<file path="src/design/lrukv_pkg.sv">
// Shared constants and types for the LRU key/value cache core.
`default_nettype none

package lrukv_pkg;

  // Store geometry
  localparam int ENTRIES    = 32;
  localparam int IDX_BITS   = $clog2(ENTRIES);
  localparam int CNT_BITS   = $clog2(ENTRIES + 1);
  localparam int KEY_BITS   = 64;
  localparam int VALUE_BITS = 32;

  // Configuration register
  localparam int CAP_BITS       = 6;
  localparam int APB_ADDR_BITS  = 3;
  localparam int APB_DATA_BITS  = 32;
  localparam logic [CAP_BITS-1:0] CAPACITY_RESET = CAP_BITS'(30);
  localparam logic REG_CAPACITY = 1'b0;

  // Request opcodes
  typedef enum logic [1:0] {
    OP_LOOKUP = 2'd0,
    OP_INSERT = 2'd1,
    OP_CLEAR  = 2'd2
  } opcode_t;

endpackage

`default_nettype wire

</file>
<file path="src/design/lrukv_ram.sv">
// Generic simple dual-port RAM with one write port and a registered read port.
`default_nettype none

module lrukv_ram #(
  parameter int WIDTH = 32,
  parameter int DEPTH = 32
) (
  input  wire logic                     clk,
  input  wire logic                     we,
  input  wire logic [$clog2(DEPTH)-1:0] waddr,
  input  wire logic [WIDTH-1:0]         wdata,
  input  wire logic [$clog2(DEPTH)-1:0] raddr,
  output logic      [WIDTH-1:0]         rdata
);

  logic [WIDTH-1:0] mem [DEPTH];

  // write port
  always_ff @(posedge clk) begin
    if (we) begin
      mem[waddr] <= wdata;
    end
  end

  // registered read
  always_ff @(posedge clk) begin
    rdata <= mem[raddr];
  end

endmodule

`default_nettype wire

</file>
<file path="src/design/lru_key_value_cache_core.sv">
// Top level of the fully associative LRU key/value cache core.
//
//  channel   | ports                                        | handshake
//  ----------+----------------------------------------------+--------------------------
//  request   | opcode, key, write_value                     | start & !busy
//  result    | hit, read_value, occupancy                   | done, one cycle, no stall
//  config    | psel, penable, pwrite, paddr, pwdata, prdata | APB, pready tied high
//
// Lookup and insert: one comparator walks the key RAM, one entry a cycle; the result
// follows the walk and the update step, and a lookup hit also reads the value RAM
// after the walk before its result shows. Clear and the unused opcode give their result
// in the cycle after accept. Reset (rst, synchronous) empties the store and sets the
// capacity to 30. The receiver cannot stall; busy stays high until the result shows.
`default_nettype none

module lru_key_value_cache_core
  import lrukv_pkg::*;
(
  input  wire logic                     clk,
  input  wire logic                     rst,
  // request
  input  wire logic                     start,
  output logic                          busy,
  input  wire logic [1:0]               opcode,
  input  wire logic [KEY_BITS-1:0]      key,
  input  wire logic [VALUE_BITS-1:0]    write_value,
  // result
  output logic                          done,
  output logic                          hit,
  output logic [VALUE_BITS-1:0]         read_value,
  output logic [CNT_BITS-1:0]           occupancy,
  // configuration
  input  wire logic                     psel,
  input  wire logic                     penable,
  input  wire logic                     pwrite,
  input  wire logic [APB_ADDR_BITS-1:0] paddr,
  input  wire logic [APB_DATA_BITS-1:0] pwdata,
  output logic      [APB_DATA_BITS-1:0] prdata,
  output logic                          pready
);

  typedef enum logic [1:0] {
    ST_IDLE,
    ST_SCAN,
    ST_UPDATE,
    ST_VREAD
  } state_t;

  state_t                  state;
  logic [1:0]              req_op;
  logic [KEY_BITS-1:0]     req_key;
  logic [VALUE_BITS-1:0]   req_wval;
  logic [CAP_BITS-1:0]     capacity;
  logic [CNT_BITS-1:0]     count;
  logic [ENTRIES-1:0]      valid;
  logic [IDX_BITS-1:0]     rank [ENTRIES];

  // scan bookkeeping
  logic [CNT_BITS-1:0]     cnt;
  logic [IDX_BITS-1:0]     cidx;
  logic                    cmp_live;
  logic                    found;
  logic [IDX_BITS-1:0]     hidx;
  logic                    free_found;
  logic [IDX_BITS-1:0]     fidx;
  logic [IDX_BITS-1:0]     vidx;

  // RAM ports
  logic [KEY_BITS-1:0]     key_rdata;
  logic [VALUE_BITS-1:0]   val_rdata;
  logic                    key_we;
  logic                    val_we;
  logic [IDX_BITS-1:0]     val_waddr;

  // derived control
  logic                    accept;
  logic                    cfg_write;
  logic [CNT_BITS-1:0]     eff_cap;
  logic                    evict;
  logic [IDX_BITS-1:0]     slot;
  logic [IDX_BITS-1:0]     hit_rank;
  logic [CNT_BITS-1:0]     last_rank;
  logic                    cur_valid;
  logic                    key_match;
  logic                    is_victim;
  logic                    new_insert;

  assign busy      = (state != ST_IDLE);
  assign accept    = start && !busy;
  assign pready    = 1'b1;
  assign cfg_write = psel && penable && pwrite && pready && (paddr[2] == REG_CAPACITY);
  assign prdata    = (paddr[2] == REG_CAPACITY) ?
                     APB_DATA_BITS'(capacity) : '0;

  // capacity zero acts as one, above the store size it saturates
  always_comb begin
    if (capacity == '0) begin
      eff_cap = CNT_BITS'(1);
    end else if (CNT_BITS'(capacity) > CNT_BITS'(ENTRIES)) begin
      eff_cap = CNT_BITS'(ENTRIES);
    end else begin
      eff_cap = CNT_BITS'(capacity);
    end
  end

  // shared comparator on the entry coming out of the key RAM
  assign cur_valid = valid[cidx];
  assign key_match = cur_valid && (key_rdata == req_key);
  assign last_rank = count - CNT_BITS'(1);
  assign is_victim = cur_valid && (CNT_BITS'(rank[cidx]) == last_rank);

  // insert placement: lowest free slot if not evicting; else the victim's slot unless a free slot lies below it
  assign evict      = (count >= eff_cap);
  assign slot       = !evict ? fidx :
                      ((free_found && (fidx < vidx)) ? fidx : vidx);
  assign hit_rank   = rank[hidx];
  assign new_insert = (state == ST_UPDATE) && !found && (req_op == OP_INSERT);

  assign key_we    = new_insert;
  assign val_we    = (state == ST_UPDATE) && (req_op == OP_INSERT);
  assign val_waddr = found ? hidx : slot;

  lrukv_ram #(
    .WIDTH (KEY_BITS),
    .DEPTH (ENTRIES)
  ) u_key_ram (
    .clk   (clk),
    .we    (key_we),
    .waddr (slot),
    .wdata (req_key),
    .raddr (cnt[IDX_BITS-1:0]),
    .rdata (key_rdata)
  );

  lrukv_ram #(
    .WIDTH (VALUE_BITS),
    .DEPTH (ENTRIES)
  ) u_val_ram (
    .clk   (clk),
    .we    (val_we),
    .waddr (val_waddr),
    .wdata (req_wval),
    .raddr (hidx),
    .rdata (val_rdata)
  );

  // sequencer, store control and result registers
  always_ff @(posedge clk) begin
    if (rst) begin
      state      <= ST_IDLE;
      capacity   <= CAPACITY_RESET;
      count      <= '0;
      valid      <= '0;
      done       <= 1'b0;
      cnt        <= '0;
      cmp_live   <= 1'b0;
      found      <= 1'b0;
      free_found <= 1'b0;
    end else begin
      done <= 1'b0;
      if (cfg_write) begin
        capacity <= pwdata[CAP_BITS-1:0];
      end
      case (state)
        ST_IDLE: begin
          if (accept) begin
            req_op     <= opcode;
            req_key    <= key;
            req_wval   <= write_value;
            cnt        <= '0;
            cmp_live   <= 1'b0;
            found      <= 1'b0;
            free_found <= 1'b0;
            hit        <= 1'b0;
            read_value <= '0;
            case (opcode)
              OP_LOOKUP, OP_INSERT: begin
                state <= ST_SCAN;
              end
              OP_CLEAR: begin
                valid     <= '0;
                count     <= '0;
                occupancy <= '0;
                done      <= 1'b1;
              end
              default: begin
                occupancy <= count;
                done      <= 1'b1;
              end
            endcase
          end
        end
        ST_SCAN: begin
          // entry cidx is on the key RAM output this cycle
          if (cmp_live) begin
            if (key_match && !found) begin
              found <= 1'b1;
              hidx  <= cidx;
            end
            if (!cur_valid && !free_found) begin
              free_found <= 1'b1;
              fidx       <= cidx;
            end
            if (is_victim) begin
              vidx <= cidx;
            end
          end
          cidx     <= cnt[IDX_BITS-1:0];
          cmp_live <= (cnt != CNT_BITS'(ENTRIES));
          if (cmp_live && (cidx == IDX_BITS'(ENTRIES - 1))) begin
            state <= ST_UPDATE;
          end else begin
            cnt <= cnt + CNT_BITS'(1);
          end
        end
        ST_UPDATE: begin
          if (found && (req_op == OP_LOOKUP)) begin
            state <= ST_VREAD;
          end else begin
            if (new_insert) begin
              if (evict) begin
                valid[vidx] <= 1'b0;
              end
              valid[slot] <= 1'b1;
              if (!evict) begin
                count     <= count + CNT_BITS'(1);
                occupancy <= count + CNT_BITS'(1);
              end else begin
                occupancy <= count;
              end
            end else begin
              occupancy <= count;
            end
            hit   <= found;
            done  <= 1'b1;
            state <= ST_IDLE;
          end
        end
        ST_VREAD: begin
          hit        <= 1'b1;
          read_value <= val_rdata;
          occupancy  <= count;
          done       <= 1'b1;
          state      <= ST_IDLE;
        end
        default: begin
          state <= ST_IDLE;
        end
      endcase
    end
  end

  // age ranks: each entry updates in its own lane at the end of the walk
  always_ff @(posedge clk) begin
    if (state == ST_UPDATE) begin
      for (int i = 0; i < ENTRIES; i++) begin
        if (found) begin
          if (valid[i] && (rank[i] < hit_rank)) begin
            rank[i] <= rank[i] + IDX_BITS'(1);
          end
        end else if (req_op == OP_INSERT) begin
          if (valid[i] && !(evict && (IDX_BITS'(i) == vidx))) begin
            rank[i] <= rank[i] + IDX_BITS'(1);
          end
        end
      end
      if (found) begin
        rank[hidx] <= '0;
      end else if (req_op == OP_INSERT) begin
        rank[slot] <= '0;
      end
    end
  end

`ifndef SYNTHESIS
  // fill count tracks the valid bits
  a_count_matches: assert property (@(posedge clk) disable iff (rst)
    $countones(valid) == count)
    else $error("fill count differs from number of valid entries");

  a_count_bound: assert property (@(posedge clk) disable iff (rst)
    count <= CNT_BITS'(ENTRIES))
    else $error("fill count above store size");

  // a lookup or insert request always walks the store before its result
  a_walk_first: assert property (@(posedge clk) disable iff (rst)
    (accept && (opcode == OP_LOOKUP || opcode == OP_INSERT)) |=> (busy && !done))
    else $error("lookup or insert skipped the walk");

  // a new-key insert leaves the store non-empty
  a_insert_fills: assert property (@(posedge clk) disable iff (rst)
    new_insert |=> (done && (occupancy != '0) && (count != '0)))
    else $error("insert of a new key left the store empty");
`endif

endmodule

`default_nettype wire
</file>
<file path="config.mk">
export PLATFORM = sky130hd
export DESIGN_NAME = lru_key_value_cache_core
export DESIGN_NICKNAME = d
export VERILOG_FILES = /design/src/design/lrukv_pkg.sv /design/src/design/lrukv_ram.sv /design/src/design/lru_key_value_cache_core.sv
export SDC_FILE = /design/constraint.sdc
export NUM_CORES = 2
export LEC_CHECK = 0
export ABC_AREA = 0
export CORE_ASPECT_RATIO = 0.9
export CORE_MARGIN = 2
export CORE_UTILIZATION = 40
export CTS_BUF_LIST = sky130_fd_sc_hd__clkbuf_8
export DETAILED_ROUTE_END_ITERATION = 8
export DONT_BUFFER_PORTS = 1
export GPL_TIMING_DRIVEN = 0
export PLACE_DENSITY = 0.53
export SETUP_SLACK_MARGIN = 0.3
export SLEW_MARGIN = 10
export SYNTH_ARGS = -nofsm -noshare
export SYNTH_HDL_FRONTEND = slang
export SYNTH_HIERARCHICAL = 1
export SYNTH_SLANG_ARGS = --single-unit
</file>
<file path="constraint.sdc">
create_clock -name clk -period 5.9 [get_ports clk]
set_clock_uncertainty 0.05 [all_clocks]
set_input_delay 0.295 -clock clk [delete_from_list [all_inputs] [get_ports clk]]
set_output_delay 0.295 -clock clk [all_outputs]
set_load 0.01 [all_outputs]
</file>
After elaboration in Yosys (flattened, before gate mapping)
Memory sizes are Yosys's and may differ from the RTL's. A register that Yosys moved wholly into a read port is not among the register bits.
Index checks and enable logic that the tools add are counted.
{ "totals": {"ff_bits": 213, "mem_bits_rw": 3232, "input_bits": 139, "output_inout_bits": 74, "mem_count": 3} }
{ "op_classes": {"addsub": 35, "order_cmp": 40, "eq_ne": 52, "n_mux": 391, "n_bitwise": 37, "n_reduce_logical": 175} }
{ "memory_table": {"columns": ["memory", "words", "width", "read_ports", "rd_clocked_by_memory_dff", "write_ports", "line_no", "text"], "rows": [
  ["u_key_ram.mem", 32, 64, 1, 1, 1, "lrukv_ram.sv:16", "logic [WIDTH-1:0] mem [DEPTH];"],
  ["u_val_ram.mem", 32, 32, 1, 1, 1, "lrukv_ram.sv:16", null],
  ["rank", 32, 5, 34, 2, 33, "lru_key_value_cache_core.sv:56", "logic [IDX_BITS-1:0] rank [ENTRIES];"]
]} }
{ "ops": {"columns": ["op", "n"], "rows": [
  ["two-way mux 32 bit", 10],
  ["two-way mux 1 bit", 312],
  ["two-way mux 5 bit", 39],
  ["less-than comparator 5 bit", 33],
  ["adder 5 x 1 -> 5 bit (second input constant)", 32],
  ["one-hot mux 32 bit (2 select lines)", 2],
  ["logical AND 1 bit", 112],
  ["== test 5 bit (first input constant)", 16],
  ["two-way mux 6 bit", 11],
  ["== test 64 bit", 1],
  ["== test 4 x 5 -> 1 bit (first input constant)", 8],
  ["zero test 1 bit", 36],
  ["one-hot mux 6 bit (2 select lines)", 3],
  ["bitwise AND 32 bit", 1],
  ["NOT 32 bit", 1],
  ["bitwise OR 1 bit", 32],
  ["bitwise OR 32 bit", 1],
  ["AND reduction 4 bit", 7],
  ["== test 3 x 5 -> 1 bit (first input constant)", 4],
  ["less-than comparator 5 x 6 -> 1 bit (second input constant)", 3],
  ["!= test 2 bit (second input constant)", 9],
  ["one-hot mux 6 bit (3 select lines)", 1],
  ["adder 6 x 1 -> 6 bit (second input constant)", 2],
  ["AND reduction 3 bit", 4],
  ["other kinds (28)", 50]
]} }

Depth between registers and ports, before layout
{ "depth": {"word_depth": 15, "ltp_mapped": 15} }

Cells and area by module
Netlist, hierarchy kept.
{ "by_module_without_submodules": {"columns": ["module", "n_inst", "cells_per_inst", "area_each_um2"], "rows": [
  ["lrukv_ram (u_key_ram)", 1, 3096, 78964.5],
  ["lrukv_ram (u_val_ram)", 1, 2260, 40492.6],
  ["lru_key_value_cache_core", 1, 2195, 23707.7]
]} }

Worst setup path before layout
No wires, ideal clock.
{ "synth_timing": {"kind": "flip-flop to flip-flop", "start": "register capacity[1]", "end": "memory u_key_ram/mem[18][0] in the netlist's numbering, enable pin", "setup_time_ns": 0.487, "arrival_time_ns": 5.718, "setup_slack_ns": -0.355, "path_stages_with_launch": 15, "synth_period_minus_slack_ns": 6.255, "cell_sequence": "dfxtp_1 > nor4_1 > nor2_1 > nor2_1 > ha_1 > nand2b_1 > a21oi_1 > o21ai_1 > a21oi_2 > nor2_4 > mux2i_1 > inv_1 > buf_1 > or3b_2 > nor2_1"} }
{ "synth_between": {"elab_chain_len": 5} }
{ "synth_lines": {"columns": ["element", "line_no", "text"], "rows": [
  ["start, declared", "lru_key_value_cache_core.sv:53", "logic [CAP_BITS-1:0] capacity;"],
  ["start signal, assigned", "lru_key_value_cache_core.sv:162", "capacity <= pwdata[CAP_BITS-1:0];"],
  ["> comparator 6 bit", "lru_key_value_cache_core.sv:99", "end else if (CNT_BITS'(capacity) > CNT_BITS'(ENTRIES)) begin"],
  ["two-way mux 6 bit", "lru_key_value_cache_core.sv:99", null],
  ["two-way mux 6 bit (*)", "lru_key_value_cache_core.sv:97", "if (capacity == '0) begin"],
  [">= comparator 6 bit (*)", "lru_key_value_cache_core.sv:113", "assign evict = (count >= eff_cap);"],
  ["two-way mux 5 bit (*)", "lru_key_value_cache_core.sv:114", "assign slot = !evict ? fidx :"],
  ["named net slot[4]", "lru_key_value_cache_core.sv:80", "logic [IDX_BITS-1:0] slot;"],
  ["end, declared", "lrukv_ram.sv:16", null]
]} }
The timed path passes the listed nets; every way through them passes the cells marked *.

Worst setup path after layout
{ "layout_timing": {"start": "register capacity[1]", "end": "memory u_key_ram/mem[19][35] in the netlist's numbering, enable pin"} }
The elaborated chain is that of the path after synthesis.

==> results.toml <==
[timing]
timing.final.ws_setup_ns = 0.548
tightest_slew_ns = 1.41
tns_ns = 0
min_period_over_period = 0.907
max-slew-margin-rel = 0.0549
hold_viol_final = 0
slew_viol_final = 0
max_freq_mhz = 187
setup_viol = 0
rsz0062_at_grt = "no"
period_needed_ns = 5.35
holdWs_ns = 0.151

[clock_tree]
htreeDepth = 6
numCtsBuffers = 592
ctsRootBufferMaster = "clkbuf_8"
cts_tree = "yes"
clkSinkCount = 3551
cts_buffer_depth = 4
worstSkewPairLatency_ns = 1.18
clk_pin_slew_ns = 0.06

[power]
peakVddDrop_v = 0.000247
cellPowerDensity_nw_per_um2 = 319
leakage_nw = 56.2
total_power_mw = 53.4

[setup_path]
crit_slowest_cell = "or3b_2"
r2r_start = "capacity[1]"
endpoint = "u_key_ram/mem[19][35]"
path_depth = 16
critPathKind = "flop to flop"
rrSetupSlack_ns = 0.55
start_kind = "flop"
rr_endpoint = "u_key_ram/mem[19][35]"
slowest_delay_ns = 0.62
cp_num_buf_inv = 4
crit_family = "simple AND/OR/NAND/NOR gates"
r2r_cells = 16
endpoint_kind = "flop"
required_ns = 6.66
cp_max_fo = 17
path_cells = "nor4_1 > nor2_1 > nor2_1 > ha_1 > nand2b_1 > a21oi_1 > o21ai_1 > a21oi_4 > nor2_4 > mux2i_2 > inv_1 > clkdlybuf4s15_2 > or3b_2 > nor2_4 > buf_12 > buf_12"
arrival_ns = 6.11
critPathLaunch = "capacity[1]"

[yosys]
syn_area_per_cell_um2 = 19.0
synth_adder_area_share = 0.0156
synthMuxAreaShare = 0.159
yosys.area_share.xor_xnor = 0.0112
synthArstFlopShare = 0
ys_seq_area_frac = 0.722
synthSimpleGateAreaFrac = 0.0303
synth_area_um2 = 143000
ys.flop_type = "edfxtp_1"
yosysWarnings = 6
synthCells = 7551
synth.largest_area_cell = "edfxtp_1"
ys_ff_latch = 3551
ys_top_cells_by_area = "edfxtp_1 (68%), mux4_2 (11%), dfxtp_1 (4.5%)"
yosys.area.top_type_share = 0.677
synth_edf_count = 3229
synth_cell_types = 83
synth_compound_area_frac = 0.0442
synth_top_family_by_area = "multiplexers"

[global_routing]
grt_usage = 0.232
grt_pass1_wl_mm = 597
antenna_found_initial = 12
grt_pass1_vias = 79700
grt_max_degree = 35
grt_overflow = 0

[route]
drt-total-wl_mm = 427
drc = 0
num_vias = 79400
drt-met1-wl_mm = 184
wl_met3_mm = 28.1
drtIter0Drc = 8378
drt-wirelength-per-cell_um = 30.8
first_pass_iters = 6
wl_met2_mm = 203
ant_nets = 0
vias_per_cell = 5.73
highest_layer = "met5"

[placed_design]
hpwl_mm = 285
io_buffers = 0
gp_congestion = 0.927
dp_slack_ns = 0.0540

[die]
dieArea_um2 = 363000
die_h_um = 572
core-area_um2 = 357000
rows = 208
io_pins = 213
initial_core_util = 0.402
die_x_um = 635

[finish]
final_nets = 8937
drive_gt1_frac = 0.239
area_delta_synth_final_pct = 17.0
post-route-util = 0.470

[run]
maxCapViolations = 0

[run_status]
status = "finished clean"

[hold_path]
worstHoldPathType = "input port to flop"
==> sequential cells by signal, indices dropped and copies added (netlist names), 32 cells and up, named ones only <==
register	flops
valid	32
read_value	32
u_key_ram/rdata	64
rank	160
u_key_ram/mem	2048
req_wval	32
u_val_ram/mem	1024
req_key	64
u_val_ram/rdata	32
==> cell families after synthesis <==
family | Yosys count
DFF | 3551
muxes | 1404
AOI/OAI and AO/OA | 890
and+or+nand+nor | 876
buffers and inverters | 467
xor gates and xnor gates | 183
adders and majority gates | 178
other | 2
==> worst register-to-register path: cells and delay by family (launching register included) <==
| family | cells | cell delay (ns) |
|---|---|---|
| AND/OR/NAND/NOR | 7 | 2.00 |
| AO/OA/AOI/OAI | 3 | 0.78 |
| adder cells (fa/ha/maj) | 1 | 0.23 |
| multiplexers | 1 | 0.24 |
| buffers and inverters | 4 | 1.34 |
| flip-flops | 1 | 0.33 |
==> cells in the mapped netlist, types with 5 or more instances <==
cell,n
a31oi_1,44
a22oi_1,103
buf_1,34
dfxtp_1,322
nand3_1,120
a32o_1,24
mux2i_1,619
a21oi_2,5
a221oi_1,14
o21ai_1,7
clkbuf_1,142
a22o_1,77
and2_1,42
a21o_1,67
nand2_1,270
nor3_1,81
o211ai_2,30
nor4_1,12
buf_6,27
nand2b_1,18
xor2_1,126
xnor2_1,57
o2bb2ai_1,5
ha_1,178
mux2_2,91
o41ai_2,30
edfxtp_1,3229
mux4_2,683
buf_4,89
nor2b_1,18
a211oi_1,45
mux2_4,5
o21ai_0,53
nor2_1,133
o22ai_1,20
nand4_1,105
inv_1,44
o211ai_1,14
buf_2,123
or3b_2,8
nand3b_1,45
a21oi_1,315
==> through the flow <==
stage,instance area [µm²],cells
final,167000,13800
after global routing,167000,13800
after CTS,167000,13800
after detailed placement,154000,12500
after global placement,149000,12300
after floorplan,143000,7576
==> final cells by class <==
cell class / count / area [µm²]
Inverter: 50 / 188
Clock buffer: 640 / 8810
Antenna cell: 10 / 25.0
Clock inverter: 440 / 2250
Tap cell: 4725 / 5910
Multi-Input combinational cell: 3558 / 38000
Sequential cell: 3551 / 103000
Fill cell: 30100 / 189000
Timing Repair Buffer: 450 / 6630
Buffer: 417 / 2290
==> layout by cell type (no fill, tap or decap), drive strengths merged, types with 221 or more instances in the layout <==
cell,synthesis,final
clkbuf,144,789
mux4,686,686
nand2,271,271
a21oi,320,320
edfxtp,3229,3229
dlygate4sd3,0,221
mux2i,620,620
dfxtp,322,322
buf,273,496
inv,48,297
==> per-layer routing <==
metal	vias to the layer above	GRT usage
met4	2	0.0684
li1	33200	-
met3	660	0.0374
met2	3026	0.374
met5	-	0
met1	42500	0.326
==> power breakdown <==
group	internal, mW	switching [mW]
Clock	10.4	10.1
Sequential	28.1	0.742
Combinational	1.77	2.25
Total	40.3	13.1
==> worst min path at each step <==
stage | start | end | slack, ns | cells past startpoint
finish | start | done | 0.15 | 3
global route | start | cmp_live | 0.13 | 4
CTS | start | done | 0.01 | 3
detailed placement | write_value[27] | req_wval[27] | 0.34 | 0
global placement | write_value[15] | req_wval[15] | 0.34 | 0
floorplan | key[0] | req_key[0] | 0.34 | 0
==> what timing repair did <==
item,4_1_cts,5_1_grt
buffers inserted,34,5
setup endpoints to repair,417,616
hold buffers,221,0
pin swaps,11,2
gates resized for setup,2,8
hold endpoints to repair,308,0
(Power assumes the default switching activity.)
